--- config.mk ---
export PLATFORM = sky130hd
export DESIGN_NAME = fle_cell
export DESIGN_NICKNAME = d
export VERILOG_FILES = /design/src/rtl/fle_pkg.sv /design/src/rtl/fle_cell.sv
export SDC_FILE = /design/constraint.sdc
export NUM_CORES = 2
export LEC_CHECK = 0
export BUFFER_PORTS_ARGS = -buffer_cell sky130_fd_sc_hd__buf_2
export CELL_PAD_IN_SITES_DETAIL_PLACEMENT = 1
export CELL_PAD_IN_SITES_GLOBAL_PLACEMENT = 1
export CORE_ASPECT_RATIO = 2
export CORE_MARGIN = 1
export CORE_UTILIZATION = 46
export DETAILED_ROUTE_END_ITERATION = 10
export PLACE_DENSITY = 0.87
export SLEW_MARGIN = 20
export SYNTH_ARGS = -nofsm -noshare
export SYNTH_HDL_FRONTEND = slang
export SYNTH_SLANG_ARGS = --single-unit
--- constraint.sdc ---
create_clock -name clk -period 5.76 [get_ports clk]
set_input_delay 0.576 -clock clk [delete_from_list [all_inputs] [get_ports clk]]
set_output_delay 0.576 -clock clk [all_outputs]
set_load 0.03 [all_outputs]
--- src/rtl/fle_pkg.sv ---
// Shared types and constants for the fractional LMS equalizer.
`default_nettype none
package fle_pkg;

    localparam int TAPS     = 15;
    localparam int SAMPLE_W = 16;
    localparam int WEIGHT_W = 24;
    localparam int OUT_W    = 18;
    localparam int STEP_W   = 16;
    localparam int MAC_W    = SAMPLE_W + WEIGHT_W;
    localparam int ACC_W    = MAC_W + $clog2(TAPS);
    localparam int ES_W     = OUT_W + STEP_W + 1;
    localparam int UPD_W    = ES_W + SAMPLE_W;
    localparam int DELTA_W  = UPD_W - 26;
    localparam int MAC_CYCLES = TAPS + 2;
    localparam int CNT_W    = $clog2(MAC_CYCLES + 1);

    localparam logic [1:0] REG_SYMBOL_WIDTH   = 2'd0;
    localparam logic [1:0] REG_DECISION_PHASE = 2'd1;
    localparam logic [1:0] REG_STEP_SIZE      = 2'd2;

    typedef enum logic [2:0] {
        ST_IDLE,
        ST_MAC,
        ST_FIN,
        ST_PUSH,
        ST_UPD1,
        ST_UPD2
    } state_t;

    typedef struct packed {
        logic shift;
        logic write;
    } cell_ctrl_t;

endpackage
`default_nettype wire

--- src/rtl/fle_cell.sv ---
// One equalizer cell: a tap, its weight, a product stage, a partial-sum stage and its weight update.
`default_nettype none
module fle_cell
    import fle_pkg::*;
(
    input  wire                        clk,
    input  wire                        rst_n,
    input  cell_ctrl_t                 ctrl,
    input  wire  signed [SAMPLE_W-1:0] tap_in,
    output logic signed [SAMPLE_W-1:0] tap_out,
    input  wire  signed [ACC_W-1:0]    psum_in,
    output logic signed [ACC_W-1:0]    psum_out,
    input  wire  signed [ES_W-1:0]     es
);

    logic signed [SAMPLE_W-1:0] tap_reg;
    logic signed [WEIGHT_W-1:0] weight_reg;
    logic signed [WEIGHT_W-1:0] weight_next;
    logic signed [MAC_W-1:0]    mac_reg;
    logic signed [ACC_W-1:0]    psum_reg;
    logic signed [UPD_W-1:0]    upd_reg;
    logic signed [UPD_W-1:0]    upd_round;
    logic signed [DELTA_W-1:0]  delta;
    logic signed [WEIGHT_W+1:0] wsum;

    always_ff @(posedge clk or negedge rst_n)
    begin
        if (!rst_n)
        begin
            tap_reg    <= '0;
            weight_reg <= '0;
        end
        else
        begin
            if (ctrl.shift)
                tap_reg <= tap_in;
            if (ctrl.write)
                weight_reg <= weight_next;
        end
    end

    // Free-running product and partial-sum stages; hold valid while taps are still.
    always_ff @(posedge clk)
    begin
        mac_reg  <= tap_reg * weight_reg;
        psum_reg <= psum_in + ACC_W'(mac_reg);
        upd_reg  <= es * tap_reg;
    end

    always_comb
    begin
        upd_round = upd_reg + (UPD_W'(1) <<< 25);
        delta     = upd_round[UPD_W-1:26];
        wsum      = (WEIGHT_W+2)'(weight_reg) + (WEIGHT_W+2)'(delta);
        if (wsum > (WEIGHT_W+2)'(8388607))
            weight_next = 24'sh7FFFFF;
        else if (wsum < -(WEIGHT_W+2)'(8388608))
            weight_next = 24'sh800000;
        else
            weight_next = wsum[WEIGHT_W-1:0];
    end

    assign tap_out  = tap_reg;
    assign psum_out = psum_reg;

endmodule
`default_nettype wire
==> summary.txt, run 1 <==
Chip width - 212.2 um
Post-synth EDFFs - 0
Die Ht - 422.3 um
Dpl cells - 6125
Clock Path Buffers - 2
GR repair worst EP - mac_reg[36]$_DFF_P_/D
Row cnt - 153
Post-synth top area share - 0.4449
Final HPWL DP - 123.9 mm
Yosys top cell by area - fa_1
Initial Util - 0.4654
Post-synthesis sequential area ratio - 0.07883
CTS Hold Buffers Added - 0
RD Place Congestion - 0.9256
WEP type - sequential cell input
Last stage - 5_1_grt
Cells taking the most area after synthesis - fa_1 (44%), inv_1 (10%), ha_1 (8.7%), and2_1 (5.8%), nand2_1 (5.6%)
Synth Cell Area - 0.04063 sq mm
Clock net sink count - 150
DP Area - 0.04621 sq mm
Grt ovf - 98
Syn Area/Cell - 8.902 sq um
Post-synth ARST share - 0.2667
Post-synthesis sequential element count - 150
Ys flop type - dfxtp_1
Synthesis Warnings - 0
Status - stopped before the end
Run Error - [ERROR GRT-0232] Routing congestion too high. Check the congestion heatmap in the GUI.
Synth Instances - 4564
Top Ports - 159
Synth cell types - 76
Total nets after synthesis - 5850
Root Buffer - clkbuf_16
Total CTS buffers - 17
IO Port Bufs - 158
Largest net degree at the start of global routing - 45
H-tree depth - 4
GRT Resource Usage Total - 0.5585
==> per-layer routing <==
metal / track usage / GRT overflow
met5: 0.1301 / 0
met4: 0.5857 / 53
met3: 0.3676 / 0
met2: 0.7720 / 45
met1: 0.5196 / 0
==> per-stage QoR <==
stage                     worst slack (ns)  utilization  hold WS [ns]
after global placement             -0.5680       0.5293        0.4496
after CTS                          -0.5880       0.5523        0.2175
after floorplan                    -0.1038            -        0.2804
after detailed placement           -0.9988       0.5293        0.4494
==> what timing repair did <==
action	4_1_cts
setup buffers	62
resized for setup	209
pin swaps	98
hold endpoints to repair	0
endpoints found under the setup margin	53
gates cloned	3
==> kinds of logic after synthesis <==
family | share of synthesized area
XOR/XNOR | 0.03255
buffers and inverters | 0.1191
AO/OA/AOI/OAI | 0.07375
multiplexers | 0.005481
flip-flops | 0.07883
AND/OR/NAND/NOR | 0.1579
adder cells (fa/ha/maj) | 0.5324
==> Yosys cell counts, types with 8 or more instances <==
master	instances
and2_1	379
nand2b_1	26
fa_1	903
clkbuf_1	193
xor2_1	44
and3_1	17
o21a_1	18
a31oi_1	17
nor2b_1	19
a21o_1	77
o21bai_1	16
a21boi_0	9
nand2_1	602
o21ai_0	64
nor3_1	20
a211oi_1	10
dfxtp_1	110
o211ai_1	15
a21oi_1	131
ha_1	284
nand4_1	44
xnor2_1	107
nor2_1	129
buf_2	8
dfrtp_1	40
mux2_2	18
nand3_1	50
inv_1	1085
==> run 2, diff against run 1 <==
CELL_PAD_IN_SITES_DETAIL_PLACEMENT = default   (was 1)
CELL_PAD_IN_SITES_GLOBAL_PLACEMENT = default   (was 1)
CORE_ASPECT_RATIO = default   (was 2)
CORE_UTILIZATION = 40   (was 46)
PLACE_DENSITY = default   (was 0.87)
PLACE_DENSITY_LB_ADDON = 0.15   (was default)
clock period = 7.5 ns   (was 5.76 ns; I/O delays follow)
==> summary.txt, run 2 <==
Row cnt - 116
Final Slew Violations - 0
Post-synthesis sequential area ratio - 0.07883
Synth Instances - 4564
Worst Path Max Fanout - 36
Crit start category - flip-flop
Type of element capturing the critical path - flip-flop
Core area - 0.1004 sq mm
Delay-heaviest family, CP - adder cells
Total nets after synthesis - 5850
R2r setup slk - 0.43 ns
Critical-path cell list - buf_12 -> nand2_1 -> fa_1 -> inv_1 -> fa_1 -> fa_1 -> fa_1 -> fa_1 -> inv_1 -> fa_1 -> inv_1 -> ha_1 -> a21o_1 -> a31oi_1 -> o211a_1 -> nand2b_1 -> o21ai_1 -> a21oi_1 -> o211a_1 -> or2_1 -> a311oi_1
Top cells by count, synth - inv_1 (1085), fa_1 (903), nand2_1 (602), and2_1 (379), ha_1 (284)
Post-synth ARST share - 0.2667
Skew final - 0.01121 ns
Arrival time at the worst endpoint - 7.46 ns
Commonest non-fill, non-tap cell in the layout - inv_1
Reg2reg start - tap_out[9]
Root Buffer - clkbuf_16
Period utilization - 0.9429
First-pass GRT wire length - 178.3 mm
Number of global-route vias before repair - 32323
CTS tree - built
P&R area growth vs syn - 7.234%
Post-synth top area share - 0.4449
DRT iter0 DRCs - 1652
Rel. slew slack - 0.3586
Wire per inst - 18.19 um
Initial antenna violation count - 1
Post-synthesis sequential element count - 150
Clock net sink count - 150
Most frequent cells in the layout - inv_1 (1085), fa_1 (903), nand2_1 (602)
Synthesis Warnings - 0
Top Ports - 159
# DRC - 0
Grt ovf - 0
Setup total negative slack - 0 ns
Ys flop type - dfxtp_1
Yosys top cell by area - fa_1
Synth cell types - 76
Slowest cell on the critical path - dfrtp_2
Final HPWL DP - 85.94 mm
Reg2reg end - upd_reg[44]
H-tree depth - 4
Post-cts sizing count - 0
Initial Util - 0.4045
Clock Path Buffers - 2
Max incr delay on CP - 0.86 ns
Syn Area/Cell - 8.902 sq um
RD Place Congestion - 0.8485
DRT Wirelength - 108.6 mm
Critical path class - reg -> reg
Pre-Repair DR Iteration Count - 5
Worst Tran Pin Value - 0.9621 ns
RSZ-0062 raised after global routing - false
Chip width - 320.7 um
Total CTS buffers - 17
Largest net degree at the start of global routing - 45
# Max-Cap Violations - 0
Post-CTS Setup Bufs - 0
Layout cell share with drive strength beyond 1 - 0.06547
Final Hold Fails - 0
Status - complete, no violations
Crit-path most repeated cell - fa_1
GRT Resource Usage Total - 0.2236
Drt via density - 4.995
Max FFs per register - 44
Worst EP required - 7.89 ns
Nets - 5886
Buf/Inv on CP - 4
Post-synth EDFFs - 0
CTS Hold Buffers Added - 0
Clock Pin Slew Worst Setup and Hold Paths - 0.07 ns
Tmin final - 7.072 ns
Worst R2R Path Depth - 21
Die area - 0.1029 sq mm
Setup violators final - 0
Worst skew pair latency - 0.49 ns
IO Port Bufs - 158
Cells taking the most area after synthesis - fa_1 (44%), inv_1 (10%), ha_1 (8.7%), and2_1 (5.8%), nand2_1 (5.6%)
Synth Cell Area - 0.04063 sq mm
Die Ht - 320.7 um
Worst hold-check path type - in -> async
Achievable Freq - 0.1414 GHz
Vias - 29828
Most common cell in the synthesized netlist - inv_1
Post-DRT Antenna Nets - 0
-- run 2: cell counts after synthesis --
Identical to the previous run, type by type.
-- run 2: worst max-delay path by stage --
stage,slack (ns),depth (start not counted),from,to
after floorplan,0.99,23,tap_out[1],upd_reg[44]
after global placement,0.51,22,tap_out[10],upd_reg[50]
after detailed placement,0.44,22,tap_out[4],upd_reg[44]
after CTS,0.42,21,tap_out[10],upd_reg[44]
after global routing,0.02,22,tap_out[10],upd_reg[50]
final,0.43,21,tap_out[9],upd_reg[44]
-- run 2: cells by family after synthesis --
family | count (synthesis) | share of synthesized area
AND/OR/NAND/NOR | 1323 | 0.1579
buffers and inverters | 1287 | 0.1191
adder cells (fa/ha/maj) | 1187 | 0.5324
AO/OA/AOI/OAI | 446 | 0.07375
XOR/XNOR | 151 | 0.03255
flip-flops | 150 | 0.07883
multiplexers | 20 | 0.005481
-- run 2: layout make-up --
cell class | instances | area (sq um)
inverter | 1086 | 4076
sequential | 150 | 3222
timing repair buffer | 218 | 1395
antenna | 1 | 2.502
clock buffer | 19 | 452.9
clock inverter | 13 | 136.4
multi-input combinational | 3127 | 32590
fill | 10139 | 56870
tap | 1357 | 1698
-- run 2: through the flow --
step           cell area [sq um]  utilization  hold slack (ns)  setup WS (ns)  std cells
2_1_floorplan              40630            -           0.4200         0.9918       4564
3_3_place_gp               42970       0.4279           0.4356         0.5095       5938
3_5_place_dp               42970       0.4279           0.4448         0.4404       5938
4_1_cts                    43560       0.4337           0.3513         0.4161       5970
5_1_grt                    43570       0.4338           0.3739        0.01619       5970
6_report                   43570       0.4338           0.3406         0.4280       5971
-- run 2: per-layer routing --
metal,track usage,vias up,routed length (um)
met5,0,-,9
met4,0.04551,2,1851
li1,-,13720,-
met2,0.3750,777,51370
met1,0.3086,15213,49820
met3,0.02968,116,5543
Power of run 2 is not shown: default switching activity piles up to over one toggle a cycle in this logic, so the estimate is an artifact.
